### config.mk
export PLATFORM = sky130hd
export DESIGN_NAME = midpoint_ellipse_rasterizer_flat
export DESIGN_NICKNAME = d
export VERILOG_FILES = /design/src/rtl/mer_pkg.sv /design/src/rtl/mer_if.sv /design/src/rtl/mer_front.sv /design/src/rtl/mer_core.sv /design/src/rtl/mer_emit.sv /design/src/rtl/midpoint_ellipse_rasterizer.sv /design/src/flat_wrapper.sv
export VERILOG_INCLUDE_DIRS = /design/src /design/src/rtl
export SDC_FILE = /design/constraint.sdc
export NUM_CORES = 2
export LEC_CHECK = 0
export BUFFER_PORTS_ARGS = -buffer_cell sky130_fd_sc_hd__buf_4
export CORE_MARGIN = 2
export CORE_UTILIZATION = 31
export CTS_CLUSTER_SIZE = 16
export DETAILED_ROUTE_END_ITERATION = 10
export PLACE_DENSITY_LB_ADDON = 0.05
export SYNTH_ARGS = -nofsm -noshare
export SYNTH_HDL_FRONTEND = slang
export SYNTH_SLANG_ARGS = --single-unit
### constraint.sdc
create_clock -name i_clk -period 28.4 [get_ports i_clk]
set_input_delay 2.84 -clock i_clk [delete_from_list [all_inputs] [get_ports i_clk]]
set_output_delay 2.84 -clock i_clk [all_outputs]
set_load 0.05 [all_outputs]
### src/rtl/midpoint_ellipse_rasterizer_defines.svh
// Assertion helpers shared by the RTL files that check their own logic.
`ifndef MIDPOINT_ELLIPSE_RASTERIZER_DEFINES_SVH
`define MIDPOINT_ELLIPSE_RASTERIZER_DEFINES_SVH

// A property that must hold at every clock edge outside reset.
`define MER_ASSERT(label, prop, msg) \
    label: assert property (@(posedge i_clk) disable iff (!i_rst_n) (prop)) else $error(msg);

// A condition that must be followed in the next cycle by a consequence.
`define MER_ASSERT_NEXT(label, ante, cons, msg) \
    label: assert property (@(posedge i_clk) disable iff (!i_rst_n) \
        (ante) |=> (cons)) else $error(msg);

`endif

### src/rtl/mer_pkg.sv
`timescale 1ns / 1ps

package mer_pkg;

    localparam int COORD_BITS_DEF = 12;
    localparam int AXIS_BITS_DEF  = 11;
    localparam int FIFO_DEPTH     = 2;
    localparam int PIX_PER_POINT  = 4;

    localparam logic KIND_START = 1'b0;
    localparam logic KIND_STEP  = 1'b1;

    typedef struct packed {
        logic go;
        logic fin;
        logic last;
    } t_emit_ctl;

endpackage

### src/rtl/mer_if.sv
`timescale 1ns / 1ps

interface mer_cmd_if #(
    parameter int COORD_BITS = mer_pkg::COORD_BITS_DEF,
    parameter int AXIS_BITS  = mer_pkg::AXIS_BITS_DEF
);
    logic                  valid;
    logic                  ready;
    logic                  opcode;
    logic [COORD_BITS-1:0] center_x;
    logic [COORD_BITS-1:0] center_y;
    logic [AXIS_BITS-1:0]  radius_x;
    logic [AXIS_BITS-1:0]  radius_y;

    modport source (output valid, opcode, center_x, center_y, radius_x, radius_y,
                    input ready);
    modport sink (input valid, opcode, center_x, center_y, radius_x, radius_y,
                  output ready);
endinterface

interface mer_pix_if #(
    parameter int PIX_BITS = mer_pkg::COORD_BITS_DEF + 2
);
    logic                       valid;
    logic                       ready;
    logic signed [PIX_BITS-1:0] pixel_x;
    logic signed [PIX_BITS-1:0] pixel_y;
    logic                       last_pixel;

    modport source (output valid, pixel_x, pixel_y, last_pixel, input ready);
    modport sink (input valid, pixel_x, pixel_y, last_pixel, output ready);
endinterface

### src/rtl/mer_front.sv
`timescale 1ns / 1ps
`include "midpoint_ellipse_rasterizer_defines.svh"

module mer_front #(
    parameter int COORD_BITS = mer_pkg::COORD_BITS_DEF,
    parameter int AXIS_BITS  = mer_pkg::AXIS_BITS_DEF
) (
    input  logic                  i_clk,
    input  logic                  i_rst_n,
    mer_cmd_if.sink               i_cmd,
    output logic                  o_valid,
    input  logic                  i_pop,
    output logic                  o_kind,
    output logic [COORD_BITS-1:0] o_cx,
    output logic [COORD_BITS-1:0] o_cy,
    output logic [AXIS_BITS-1:0]  o_a,
    output logic [AXIS_BITS-1:0]  o_b
);
    import mer_pkg::*;

    localparam int PTR_BITS = (FIFO_DEPTH > 1) ? $clog2(FIFO_DEPTH) : 1;
    localparam int CNT_BITS = $clog2(FIFO_DEPTH + 1);

    logic                  r_kind [FIFO_DEPTH];
    logic [COORD_BITS-1:0] r_cx   [FIFO_DEPTH];
    logic [COORD_BITS-1:0] r_cy   [FIFO_DEPTH];
    logic [AXIS_BITS-1:0]  r_a    [FIFO_DEPTH];
    logic [AXIS_BITS-1:0]  r_b    [FIFO_DEPTH];

    logic [PTR_BITS-1:0] r_wp, n_wp;
    logic [PTR_BITS-1:0] r_rp, n_rp;
    logic [CNT_BITS-1:0] r_cnt, n_cnt;
    logic                w_push;
    logic                w_kind;

    // Only bit zero of the opcode selects the command.
    assign w_kind = i_cmd.opcode ? KIND_STEP : KIND_START;

    assign i_cmd.ready = (r_cnt != CNT_BITS'(FIFO_DEPTH));
    assign w_push      = i_cmd.valid && i_cmd.ready;

    assign o_valid = (r_cnt != '0);
    assign o_kind  = r_kind[r_rp];
    assign o_cx    = r_cx[r_rp];
    assign o_cy    = r_cy[r_rp];
    assign o_a     = r_a[r_rp];
    assign o_b     = r_b[r_rp];

    always_comb begin
        n_wp  = r_wp;
        n_rp  = r_rp;
        n_cnt = r_cnt;
        if (w_push) begin
            n_wp = (r_wp == PTR_BITS'(FIFO_DEPTH - 1)) ? '0 : r_wp + PTR_BITS'(1);
        end
        if (i_pop) begin
            n_rp = (r_rp == PTR_BITS'(FIFO_DEPTH - 1)) ? '0 : r_rp + PTR_BITS'(1);
        end
        if (w_push && !i_pop) begin
            n_cnt = r_cnt + CNT_BITS'(1);
        end else if (!w_push && i_pop) begin
            n_cnt = r_cnt - CNT_BITS'(1);
        end
    end

    always_ff @(posedge i_clk) begin
        if (!i_rst_n) begin
            r_wp  <= '0;
            r_rp  <= '0;
            r_cnt <= '0;
        end else begin
            r_wp  <= n_wp;
            r_rp  <= n_rp;
            r_cnt <= n_cnt;
        end
    end

    always_ff @(posedge i_clk) begin
        if (w_push) begin
            r_kind[r_wp] <= w_kind;
            r_cx[r_wp]   <= i_cmd.center_x;
            r_cy[r_wp]   <= i_cmd.center_y;
            r_a[r_wp]    <= i_cmd.radius_x;
            r_b[r_wp]    <= i_cmd.radius_y;
        end
    end

    `MER_ASSERT(a_cnt_bound, r_cnt <= CNT_BITS'(FIFO_DEPTH), "queue count exceeds depth")
    `MER_ASSERT(a_pop_nonempty, i_pop |-> (r_cnt != '0), "pop from an empty queue")
    `MER_ASSERT_NEXT(a_push_grows, w_push && !i_pop, r_cnt == $past(r_cnt) + CNT_BITS'(1), "queue count did not grow")

endmodule

### src/rtl/mer_core.sv
`timescale 1ns / 1ps

module mer_core #(
    parameter int COORD_BITS = mer_pkg::COORD_BITS_DEF,
    parameter int AXIS_BITS  = mer_pkg::AXIS_BITS_DEF
) (
    input  logic                       i_clk,
    input  logic                       i_rst_n,
    input  logic                       i_valid,
    output logic                       o_pop,
    input  logic                       i_kind,
    input  logic [COORD_BITS-1:0]      i_cx,
    input  logic [COORD_BITS-1:0]      i_cy,
    input  logic [AXIS_BITS-1:0]       i_a,
    input  logic [AXIS_BITS-1:0]       i_b,
    input  logic                       i_emit_busy,
    output mer_pkg::t_emit_ctl         o_ctl,
    output logic [AXIS_BITS:0]         o_x,
    output logic signed [AXIS_BITS:0]  o_y,
    output logic [COORD_BITS-1:0]      o_ox,
    output logic [COORD_BITS-1:0]      o_oy
);
    import mer_pkg::*;

    localparam int PT_BITS  = AXIS_BITS + 1;
    localparam int SQ_BITS  = 2 * AXIS_BITS;
    localparam int MUL_BITS = 2 * AXIS_BITS + 2;
    localparam int DEC_BITS = 2 * MUL_BITS;

    localparam logic [3:0] ST_IDLE = 4'd0;
    localparam logic [3:0] ST_S0   = 4'd1;
    localparam logic [3:0] ST_S1   = 4'd2;
    localparam logic [3:0] ST_S2   = 4'd3;
    localparam logic [3:0] ST_S3   = 4'd4;
    localparam logic [3:0] ST_A    = 4'd5;
    localparam logic [3:0] ST_M1   = 4'd6;
    localparam logic [3:0] ST_M2   = 4'd7;
    localparam logic [3:0] ST_M3   = 4'd8;
    localparam logic [3:0] ST_E1   = 4'd9;
    localparam logic [3:0] ST_E2   = 4'd10;
    localparam logic [3:0] ST_E3   = 4'd11;
    localparam logic [3:0] ST_E4   = 4'd12;
    localparam logic [3:0] ST_E5   = 4'd13;
    localparam logic [3:0] ST_E6   = 4'd14;

    logic [3:0]                  r_state, n_state;
    logic                        r_busy, n_busy;
    logic                        r_r2, n_r2;
    logic                        r_step, n_step;
    logic                        r_incx, n_incx;
    logic                        r_usey, n_usey;
    logic [PT_BITS-1:0]          r_x, n_x;
    logic signed [PT_BITS-1:0]   r_y, n_y;
    logic [COORD_BITS-1:0]       r_ox, n_ox;
    logic [COORD_BITS-1:0]       r_oy, n_oy;
    logic [AXIS_BITS-1:0]        r_a, n_a;
    logic [SQ_BITS-1:0]          r_a2, n_a2;
    logic [SQ_BITS-1:0]          r_b2, n_b2;
    logic signed [DEC_BITS-1:0]  r_d, n_d;
    logic signed [DEC_BITS-1:0]  r_t, n_t;
    logic signed [MUL_BITS-1:0]  r_u, n_u;
    logic signed [DEC_BITS-1:0]  r_prod;

    logic signed [MUL_BITS-1:0]  w_ma, w_mb;
    logic signed [DEC_BITS-1:0]  w_mul;
    logic signed [MUL_BITS-1:0]  w_x_m, w_y_m, w_ym1_m, w_a_m, w_a2_m, w_b2_m;
    logic signed [DEC_BITS-1:0]  w_x_d, w_a2_d, w_b2_d;
    logic                        w_d_pos;

    assign w_x_m   = {{(MUL_BITS - PT_BITS){1'b0}}, r_x};
    assign w_y_m   = {{(MUL_BITS - PT_BITS){r_y[PT_BITS-1]}}, r_y};
    assign w_ym1_m = w_y_m - MUL_BITS'(1);
    assign w_a_m   = {{(MUL_BITS - AXIS_BITS){1'b0}}, r_a};
    assign w_a2_m  = {{(MUL_BITS - SQ_BITS){1'b0}}, r_a2};
    assign w_b2_m  = {{(MUL_BITS - SQ_BITS){1'b0}}, r_b2};
    assign w_x_d   = {{(DEC_BITS - PT_BITS){1'b0}}, r_x};
    assign w_a2_d  = {{(DEC_BITS - SQ_BITS){1'b0}}, r_a2};
    assign w_b2_d  = {{(DEC_BITS - SQ_BITS){1'b0}}, r_b2};
    assign w_d_pos = !r_d[DEC_BITS-1] && (r_d != '0);

    always_comb begin
        case (r_state)
            ST_S0: begin
                w_ma = w_a_m;
                w_mb = w_a_m;
            end
            ST_S1: begin
                w_ma = w_y_m;
                w_mb = w_y_m;
            end
            ST_S2: begin
                w_ma = w_a2_m;
                w_mb = w_y_m;
            end
            ST_M1: begin
                w_ma = w_b2_m;
                w_mb = w_x_m;
            end
            ST_M2: begin
                w_ma = w_a2_m;
                w_mb = w_y_m;
            end
            ST_E1: begin
                w_ma = w_x_m;
                w_mb = w_x_m;
            end
            ST_E2: begin
                w_ma = w_ym1_m;
                w_mb = w_ym1_m;
            end
            ST_E3: begin
                w_ma = w_b2_m;
                w_mb = r_t[MUL_BITS-1:0];
            end
            ST_E4: begin
                w_ma = w_a2_m;
                w_mb = r_u;
            end
            ST_E5: begin
                w_ma = w_a2_m;
                w_mb = w_b2_m;
            end
            default: begin
                w_ma = '0;
                w_mb = '0;
            end
        endcase
    end

    assign w_mul = DEC_BITS'(w_ma) * DEC_BITS'(w_mb);

    always_comb begin
        n_state = r_state;
        n_busy  = r_busy;
        n_r2    = r_r2;
        n_step  = r_step;
        n_incx  = r_incx;
        n_usey  = r_usey;
        n_x     = r_x;
        n_y     = r_y;
        n_ox    = r_ox;
        n_oy    = r_oy;
        n_a     = r_a;
        n_a2    = r_a2;
        n_b2    = r_b2;
        n_d     = r_d;
        n_t     = r_t;
        n_u     = r_u;
        o_pop   = 1'b0;
        o_ctl   = '0;
        case (r_state)
            ST_IDLE: begin
                if (i_valid && !i_emit_busy) begin
                    o_pop = 1'b1;
                    if (i_kind == KIND_START) begin
                        n_ox    = i_cx;
                        n_oy    = i_cy;
                        n_a     = i_a;
                        n_x     = '0;
                        n_y     = {1'b0, i_b};
                        n_r2    = 1'b0;
                        n_busy  = 1'b1;
                        n_step  = 1'b0;
                        n_state = ST_S0;
                    end else if (r_busy) begin
                        o_ctl.go = 1'b1;
                        n_step   = 1'b1;
                        n_state  = ST_A;
                    end
                end
            end
            ST_S0: begin
                n_state = ST_S1;
            end
            ST_S1: begin
                n_a2    = r_prod[SQ_BITS-1:0];
                n_state = ST_S2;
            end
            ST_S2: begin
                n_b2    = r_prod[SQ_BITS-1:0];
                n_state = ST_S3;
            end
            ST_S3: begin
                n_d = w_b2_d - r_prod + (w_a2_d >>> 2);
                if (!r_prod[DEC_BITS-1] && (r_prod != '0)) begin
                    n_state = ST_IDLE;
                end else begin
                    n_state = ST_E1;
                end
            end
            ST_A: begin
                if (!r_r2) begin
                    n_x    = r_x + PT_BITS'(1);
                    n_incx = 1'b1;
                    n_usey = !r_d[DEC_BITS-1];
                    if (!r_d[DEC_BITS-1]) begin
                        n_y = r_y - PT_BITS'(1);
                    end
                end else begin
                    n_y    = r_y - PT_BITS'(1);
                    n_usey = 1'b1;
                    n_incx = !w_d_pos;
                    if (!w_d_pos) begin
                        n_x = r_x + PT_BITS'(1);
                    end
                end
                n_state = ST_M1;
            end
            ST_M1: begin
                n_state = ST_M2;
            end
            ST_M2: begin
                n_t     = r_prod;
                n_state = ST_M3;
            end
            ST_M3: begin
                n_d = r_d + (r_incx ? (r_t <<< 1) : '0) - (r_usey ? (r_prod <<< 1) : '0)
                    + (r_r2 ? w_a2_d : w_b2_d);
                if (!r_r2 && !(r_t < r_prod)) begin
                    n_state = ST_E1;
                end else begin
                    n_state   = ST_IDLE;
                    o_ctl.fin = 1'b1;
                    if (r_r2 && r_y[PT_BITS-1]) begin
                        o_ctl.last = 1'b1;
                        n_busy     = 1'b0;
                    end
                end
            end
            ST_E1: begin
                n_state = ST_E2;
            end
            ST_E2: begin
                n_t     = r_prod + w_x_d;
                n_state = ST_E3;
            end
            ST_E3: begin
                n_u     = r_prod[MUL_BITS-1:0];
                n_state = ST_E4;
            end
            ST_E4: begin
                n_t     = r_prod + (w_b2_d >>> 2);
                n_state = ST_E5;
            end
            ST_E5: begin
                n_t     = r_t + r_prod;
                n_state = ST_E6;
            end
            ST_E6: begin
                n_d     = r_t - r_prod;
                n_r2    = 1'b1;
                n_state = ST_IDLE;
                if (r_y[PT_BITS-1]) begin
                    n_busy = 1'b0;
                end
                if (r_step) begin
                    o_ctl.fin  = 1'b1;
                    o_ctl.last = r_y[PT_BITS-1];
                end
            end
            default: begin
                n_state = ST_IDLE;
            end
        endcase
    end

    always_ff @(posedge i_clk) begin
        if (!i_rst_n) begin
            r_state <= ST_IDLE;
            r_busy  <= 1'b0;
            r_r2    <= 1'b0;
            r_step  <= 1'b0;
        end else begin
            r_state <= n_state;
            r_busy  <= n_busy;
            r_r2    <= n_r2;
            r_step  <= n_step;
        end
    end

    always_ff @(posedge i_clk) begin
        r_incx <= n_incx;
        r_usey <= n_usey;
        r_x    <= n_x;
        r_y    <= n_y;
        r_ox   <= n_ox;
        r_oy   <= n_oy;
        r_a    <= n_a;
        r_a2   <= n_a2;
        r_b2   <= n_b2;
        r_d    <= n_d;
        r_t    <= n_t;
        r_u    <= n_u;
        r_prod <= w_mul;
    end

    assign o_x  = r_x;
    assign o_y  = r_y;
    assign o_ox = r_ox;
    assign o_oy = r_oy;

endmodule

### src/rtl/mer_emit.sv
`timescale 1ns / 1ps
`include "midpoint_ellipse_rasterizer_defines.svh"

module mer_emit #(
    parameter int COORD_BITS = mer_pkg::COORD_BITS_DEF,
    parameter int AXIS_BITS  = mer_pkg::AXIS_BITS_DEF
) (
    input  logic                       i_clk,
    input  logic                       i_rst_n,
    input  mer_pkg::t_emit_ctl         i_ctl,
    input  logic [AXIS_BITS:0]         i_x,
    input  logic signed [AXIS_BITS:0]  i_y,
    input  logic [COORD_BITS-1:0]      i_ox,
    input  logic [COORD_BITS-1:0]      i_oy,
    output logic                       o_busy,
    mer_pix_if.source                  o_pix
);
    import mer_pkg::*;

    localparam int PT_BITS  = AXIS_BITS + 1;
    localparam int PIX_BITS = COORD_BITS + 2;
    localparam int SUM_BITS = ((COORD_BITS > PT_BITS) ? COORD_BITS : PT_BITS) + 2;
    localparam int K_BITS   = $clog2(PIX_PER_POINT);
    localparam logic [K_BITS-1:0] LAST_K = K_BITS'(PIX_PER_POINT - 1);

    logic                       r_active, n_active;
    logic                       r_fin, n_fin;
    logic                       r_lastf, n_lastf;
    logic [K_BITS-1:0]          r_k, n_k;
    logic [PT_BITS-1:0]         r_x, n_x;
    logic signed [PT_BITS-1:0]  r_y, n_y;
    logic [COORD_BITS-1:0]      r_ox, n_ox;
    logic [COORD_BITS-1:0]      r_oy, n_oy;
    logic                       r_valid, n_valid;
    logic [PIX_BITS-1:0]        r_px, n_px;
    logic [PIX_BITS-1:0]        r_py, n_py;
    logic                       r_last, n_last;

    logic                       w_slot;
    logic                       w_load;
    logic signed [SUM_BITS-1:0] w_ox_s, w_oy_s, w_x_s, w_y_s, w_sx, w_sy;

    assign w_ox_s = {{(SUM_BITS - COORD_BITS){1'b0}}, r_ox};
    assign w_oy_s = {{(SUM_BITS - COORD_BITS){1'b0}}, r_oy};
    assign w_x_s  = {{(SUM_BITS - PT_BITS){1'b0}}, r_x};
    assign w_y_s  = {{(SUM_BITS - PT_BITS){r_y[PT_BITS-1]}}, r_y};

    // Bit zero of the pixel index mirrors in x, bit one mirrors in y.
    assign w_sx = r_k[0] ? (w_ox_s - w_x_s) : (w_ox_s + w_x_s);
    assign w_sy = r_k[1] ? (w_oy_s - w_y_s) : (w_oy_s + w_y_s);

    assign w_slot = !r_valid || o_pix.ready;
    assign w_load = r_active && w_slot && ((r_k != LAST_K) || r_fin);

    always_comb begin
        n_active = r_active;
        n_fin    = r_fin;
        n_lastf  = r_lastf;
        n_k      = r_k;
        n_x      = r_x;
        n_y      = r_y;
        n_ox     = r_ox;
        n_oy     = r_oy;
        n_valid  = r_valid;
        n_px     = r_px;
        n_py     = r_py;
        n_last   = r_last;
        if (w_slot) begin
            n_valid = 1'b0;
        end
        if (w_load) begin
            n_valid = 1'b1;
            n_px    = w_sx[PIX_BITS-1:0];
            n_py    = w_sy[PIX_BITS-1:0];
            n_last  = (r_k == LAST_K) && r_lastf;
            n_k     = r_k + K_BITS'(1);
            if (r_k == LAST_K) begin
                n_active = 1'b0;
            end
        end
        if (i_ctl.go) begin
            n_active = 1'b1;
            n_k      = '0;
            n_fin    = 1'b0;
            n_x      = i_x;
            n_y      = i_y;
            n_ox     = i_ox;
            n_oy     = i_oy;
        end
        if (i_ctl.fin) begin
            n_fin   = 1'b1;
            n_lastf = i_ctl.last;
        end
    end

    always_ff @(posedge i_clk) begin
        if (!i_rst_n) begin
            r_active <= 1'b0;
            r_fin    <= 1'b0;
            r_valid  <= 1'b0;
            r_k      <= '0;
        end else begin
            r_active <= n_active;
            r_fin    <= n_fin;
            r_valid  <= n_valid;
            r_k      <= n_k;
        end
    end

    always_ff @(posedge i_clk) begin
        r_lastf <= n_lastf;
        r_x     <= n_x;
        r_y     <= n_y;
        r_ox    <= n_ox;
        r_oy    <= n_oy;
        r_px    <= n_px;
        r_py    <= n_py;
        r_last  <= n_last;
    end

    assign o_busy           = r_active;
    assign o_pix.valid      = r_valid;
    assign o_pix.pixel_x    = r_px;
    assign o_pix.pixel_y    = r_py;
    assign o_pix.last_pixel = r_last;

    `MER_ASSERT(a_go_idle, i_ctl.go |-> !r_active, "new point while pixels still pending")
    `MER_ASSERT(a_fin_once, i_ctl.fin |-> (r_active && !r_fin), "completion without a point in flight")
    `MER_ASSERT(a_last_waits, (w_load && (r_k == LAST_K)) |-> r_fin, "final pixel sent before update")

endmodule

### src/rtl/midpoint_ellipse_rasterizer.sv
`timescale 1ns / 1ps
// A step yields four pixels, each held while the output is not ready; the fourth also waits
// for the sequencer to finish the point update, and no command is taken before all four are
// loaded. A step runs states A, M1 to M3 (E1 to E6 on entering region two), a start S0 to S3
// (E1 to E6 if it begins in region two), in order on the single shared multiplier.
// Reset is synchronous and active low: it empties the queue, idles the sequencer and
// drops the output valid; no ellipse is active afterwards.

module midpoint_ellipse_rasterizer #(
    parameter int COORD_BITS = mer_pkg::COORD_BITS_DEF,
    parameter int AXIS_BITS  = mer_pkg::AXIS_BITS_DEF
) (
    input  logic       i_clk,
    input  logic       i_rst_n,
    mer_cmd_if.sink    i_cmd,
    mer_pix_if.source  o_pix
);
    import mer_pkg::*;

    logic                      w_valid;
    logic                      w_pop;
    logic                      w_kind;
    logic [COORD_BITS-1:0]     w_cx;
    logic [COORD_BITS-1:0]     w_cy;
    logic [AXIS_BITS-1:0]      w_a;
    logic [AXIS_BITS-1:0]      w_b;
    logic                      w_emit_busy;
    t_emit_ctl                 w_ctl;
    logic [AXIS_BITS:0]        w_x;
    logic signed [AXIS_BITS:0] w_y;
    logic [COORD_BITS-1:0]     w_ox;
    logic [COORD_BITS-1:0]     w_oy;

    mer_front #(
        .COORD_BITS (COORD_BITS),
        .AXIS_BITS  (AXIS_BITS)
    ) u_front (
        .i_clk   (i_clk),
        .i_rst_n (i_rst_n),
        .i_cmd   (i_cmd),
        .o_valid (w_valid),
        .i_pop   (w_pop),
        .o_kind  (w_kind),
        .o_cx    (w_cx),
        .o_cy    (w_cy),
        .o_a     (w_a),
        .o_b     (w_b)
    );

    mer_core #(
        .COORD_BITS (COORD_BITS),
        .AXIS_BITS  (AXIS_BITS)
    ) u_core (
        .i_clk       (i_clk),
        .i_rst_n     (i_rst_n),
        .i_valid     (w_valid),
        .o_pop       (w_pop),
        .i_kind      (w_kind),
        .i_cx        (w_cx),
        .i_cy        (w_cy),
        .i_a         (w_a),
        .i_b         (w_b),
        .i_emit_busy (w_emit_busy),
        .o_ctl       (w_ctl),
        .o_x         (w_x),
        .o_y         (w_y),
        .o_ox        (w_ox),
        .o_oy        (w_oy)
    );

    mer_emit #(
        .COORD_BITS (COORD_BITS),
        .AXIS_BITS  (AXIS_BITS)
    ) u_emit (
        .i_clk   (i_clk),
        .i_rst_n (i_rst_n),
        .i_ctl   (w_ctl),
        .i_x     (w_x),
        .i_y     (w_y),
        .i_ox    (w_ox),
        .i_oy    (w_oy),
        .o_busy  (w_emit_busy),
        .o_pix   (o_pix)
    );

endmodule

### src/flat_wrapper.sv
// flat-port wrapper written by rule: the top's interface ports become plain ports
module midpoint_ellipse_rasterizer_flat import mer_pkg::*;
#(
    parameter int COORD_BITS = mer_pkg::COORD_BITS_DEF,
    parameter int AXIS_BITS  = mer_pkg::AXIS_BITS_DEF
)
  (i_clk, i_rst_n, i_cmd_valid, i_cmd_opcode, i_cmd_center_x, i_cmd_center_y, i_cmd_radius_x, i_cmd_radius_y, i_cmd_ready, o_pix_valid, o_pix_pixel_x, o_pix_pixel_y, o_pix_last_pixel, o_pix_ready);
  mer_cmd_if #(.COORD_BITS(COORD_BITS), .AXIS_BITS(AXIS_BITS)) i_cmd_i ();
  mer_pix_if o_pix_i ();
  input  logic i_clk;
  input  logic i_rst_n;
  input wire logic [$bits(i_cmd_i.valid)-1:0] i_cmd_valid;
  input wire logic [$bits(i_cmd_i.opcode)-1:0] i_cmd_opcode;
  input wire logic [$bits(i_cmd_i.center_x)-1:0] i_cmd_center_x;
  input wire logic [$bits(i_cmd_i.center_y)-1:0] i_cmd_center_y;
  input wire logic [$bits(i_cmd_i.radius_x)-1:0] i_cmd_radius_x;
  input wire logic [$bits(i_cmd_i.radius_y)-1:0] i_cmd_radius_y;
  output wire logic [$bits(i_cmd_i.ready)-1:0] i_cmd_ready;
  output wire logic [$bits(o_pix_i.valid)-1:0] o_pix_valid;
  output wire logic [$bits(o_pix_i.pixel_x)-1:0] o_pix_pixel_x;
  output wire logic [$bits(o_pix_i.pixel_y)-1:0] o_pix_pixel_y;
  output wire logic [$bits(o_pix_i.last_pixel)-1:0] o_pix_last_pixel;
  input wire logic [$bits(o_pix_i.ready)-1:0] o_pix_ready;
  assign i_cmd_i.valid = i_cmd_valid;
  assign i_cmd_i.opcode = i_cmd_opcode;
  assign i_cmd_i.center_x = i_cmd_center_x;
  assign i_cmd_i.center_y = i_cmd_center_y;
  assign i_cmd_i.radius_x = i_cmd_radius_x;
  assign i_cmd_i.radius_y = i_cmd_radius_y;
  assign i_cmd_ready = i_cmd_i.ready;
  assign o_pix_valid = o_pix_i.valid;
  assign o_pix_pixel_x = o_pix_i.pixel_x;
  assign o_pix_pixel_y = o_pix_i.pixel_y;
  assign o_pix_last_pixel = o_pix_i.last_pixel;
  assign o_pix_i.ready = o_pix_ready;
  midpoint_ellipse_rasterizer #(.COORD_BITS(COORD_BITS), .AXIS_BITS(AXIS_BITS)) u_core (.i_clk(i_clk), .i_rst_n(i_rst_n), .i_cmd(i_cmd_i), .o_pix(o_pix_i));
endmodule
==> impl_results.md <==
* Status: finished, final reports clean
* Clock Skews at 0.0473 ns
* CP Capture Type: flop
* Clock latency on the worst-skew pair at 0.70 ns
* Top cells by area, synth: fa_1 (26%), edfxtp_1 (23%), ha_1 (8.7%), inv_1 (7.1%), nand2_1 (4.6%)
* Hold Fails Final Rpt at 0
* Drt drc at 0
* CTS sink count at 462
* Max FO, Critical Path at 21
* Leakage at 0.0259 uW
* Max Cap Violations at 0
* Vias at 40500
* Worst r2r src: u_core.u_core.r_state[0]
* Avg Vias per Cell at 5.10
* Vias in the first global route at 42400
* Number of synthesized flops with an enable pin at 397
* H-tree levels at 2
* Die Ht at 417 um
* Synth warn at 0
* Total wire length at 195000 um
* Total track usage at 22.6%
* Input/output buffers at 81
* Core ar. at 0.169 mm^2
* Gpl congestion at 0.887
* Setup violators final at 0
* Largest net degree at the start of global routing at 60
* Global-route wire length before repair at 292000 um
* Crit path required time at 28.96 ns
* Synth unique cells at 76
* RSZ-0062 raised after global routing: false
* Clk slew on worst S/H paths at 0.06 ns
* Worst Setup SP: u_core.u_core.r_state[0]
* Final min period at 11.01 ns
* Final Cycle Share at 38.8%
* Fin area at 0.0584 mm^2
* Layout cells sized above 1 at 6.68%
* Worst-margin pin slew at 1.32 ns
* Main flop type after synthesis: edfxtp_1
* DP Area at 0.0565 mm^2
* Commonest non-fill, non-tap cells in the layout: inv_1 (1001), fa_1 (684), nand2_1 (652), edfxtp_1 (397), ha_1 (368)
* Die W at 417 um
* Final Util at 34.5%
* Initial DRC count at 2885
* CP max stage delay at 0.80 ns
* Dpl hpwl at 155000 um
* Fillcell total at 17600
* Worst hold-check path type: reg -> reg
* Critical path class: reg -> reg
* DRT Pass-1 Iters at 6
* Rows at 151
* Routed Antenna Nets at 0
* CP Data Arrival Time at 11.57 ns
* Num ports at 82
* Post-synth top area cell: fa_1
* CP most frequent cell: fa_1
* CTS Buf Count at 60
* CTS tree: done
* Async set-reset flop share out of synthesis at 0%
* Die Area at 0.174 mm^2
* Clock buffer depth at 3
* Cell count after synthesis at 5623
* Crit path launch type: flop
* Syn_nets at 6726
* Pwr Density at 76.2 mW/mm^2
* Max_slew headroom at 11.1%
* Most common cell after layout, fill and taps aside: inv_1
* Post-synth top area share at 25.9%
* Average wire per standard cell at 24.5 um
* Setup TNS at 0 ns
* Initial Utilization at 31.2%
* Area grow syn2layout at 10.5%
* FMAX at 90.8 MHz
* Max IR drop VDD at 0.0545 mV
* Syn avg cell area at 9.40 um^2
* Post-CTS Setup Inserts at 0
* Min-delay src: u_core.u_core.o_oy[7]
* Slowest CP cell: a2111oi_2
* CTS Root Cell: clkbuf_16
* CTS-repair resized insts at 0
* GRT overflow at 0
* Initial antenna violation count at 7
* Yosys reg bits at 462
* Post-synthesis sequential area ratio at 25.0%
* Pins Over Slew Limit at 0
* Nets@finish at 6773
* Syn Std Cell Area at 0.0529 mm^2
* CTS Hold Buffers Added at 0
## cell usage after synthesis, types with 45 or more instances
| cell type | number |
|---|---|
| a211oi_1 | 45 |
| a21o_1 | 103 |
| a21oi_1 | 324 |
| a22oi_1 | 63 |
| and2_1 | 144 |
| clkbuf_1 | 179 |
| dfxtp_1 | 65 |
| edfxtp_1 | 397 |
| fa_1 | 684 |
| ha_1 | 368 |
| inv_1 | 1002 |
| nand2_1 | 653 |
| nand3_1 | 49 |
| nor2_1 | 357 |
| nor2b_1 | 47 |
| nor3_1 | 60 |
| o21ai_0 | 183 |
| xnor2_1 | 170 |
| xor2_1 | 91 |
## kinds of logic after synthesis
| logic type | after synthesis | synth area share [%] |
|---|---|---|
| fa+ha+maj | 1052 | 34.6 |
| buf+inv | 1212 | 8.64 |
| mux | 69 | 1.39 |
| flops | 462 | 25.0 |
| xor+xnor | 261 | 4.32 |
| compound gates | 1048 | 12.9 |
| simple gates | 1519 | 13.1 |
## critical path: cells and delay by family (launching register included)
kind                     cells  cell delay [ns]
flip-flops                   1             0.50
adder cells (fa/ha/maj)      8             3.91
AO/OA/AOI/OAI               10             3.84
AND/OR/NAND/NOR              6             1.68
buffers and inverters        6             0.89
## per-layer routing
layer	GRT usage, %	routed length (um)	share of wire, %
met3	2.18	8430	4.3
met4	3.37	2810	1.4
met2	35.3	86600	44
met1	34.2	97000	50
met5	0	8	0.0041
## final timing paths
| path | slack (ns) | to | cells after the start |
|---|---|---|---|
| max | 17.39 | u_core.u_core.r_prod[46] | 30 |
| max reg2reg | 17.39 | u_core.u_core.r_prod[46] | 30 |
| min | 0.41 | u_core.u_emit.r_oy[7] | 0 |
| min reg2reg | 0.41 | u_core.u_emit.r_oy[7] | 0 |
## registers in the layout (all words and copies together), names as in the netlist, 14 cells and up, named ones only
signal	count
u_core.u_core.r_prod	48
u_core.u_emit.o_pix.pixel_y	14
u_core.u_front.r_a	22
u_core.u_core.r_d	48
u_core.u_front.r_cx	24
u_core.u_front.r_b	22
u_core.u_core.r_t	48
u_core.u_core.r_a2	22
u_core.u_front.r_cy	24
u_core.u_core.r_b2	22
u_core.u_emit.o_pix.pixel_x	14
u_core.u_core.r_u	24
## area by class of cell
| class | instances | area, um^2 | share of cell area [%] |
|---|---|---|---|
| well taps | 2218 | 2780 | 4.75 |
| multi-input cells | 3949 | 35200 | 60.3 |
| repair buffers | 194 | 1460 | 2.49 |
| inverters | 1003 | 3760 | 6.44 |
| diodes | 3 | 7.51 | 0.0128 |
| clock inverters | 44 | 410 | 0.702 |
| clock buffers | 70 | 1570 | 2.69 |
| flip-flops and latches | 462 | 13200 | 22.6 |
## where the power goes
group	switching, uW	leakage (uW)	internal (uW)
Combinational	1680	0.0207	952
Clock	338	0.000970	443
Sequential	122	0.00418	918
Total	2140	0.0259	2310
## metrics by stage
| stage | setup slack [ns] | std cells | power, uW | hold slack [ns] |
|---|---|---|---|---|
| floorplan | 19.45 | 5623 | 2740 | 0.400 |
| global placement | 17.46 | 7826 | 3690 | 0.402 |
| detailed placement | 17.34 | 7826 | 3670 | 0.405 |
| CTS | 17.28 | 7940 | 4480 | 0.418 |
| global route | 16.72 | 7940 | 4790 | 0.420 |
| finish | 17.39 | 7943 | 4450 | 0.414 |
Power figures use the tool's default switching activity.
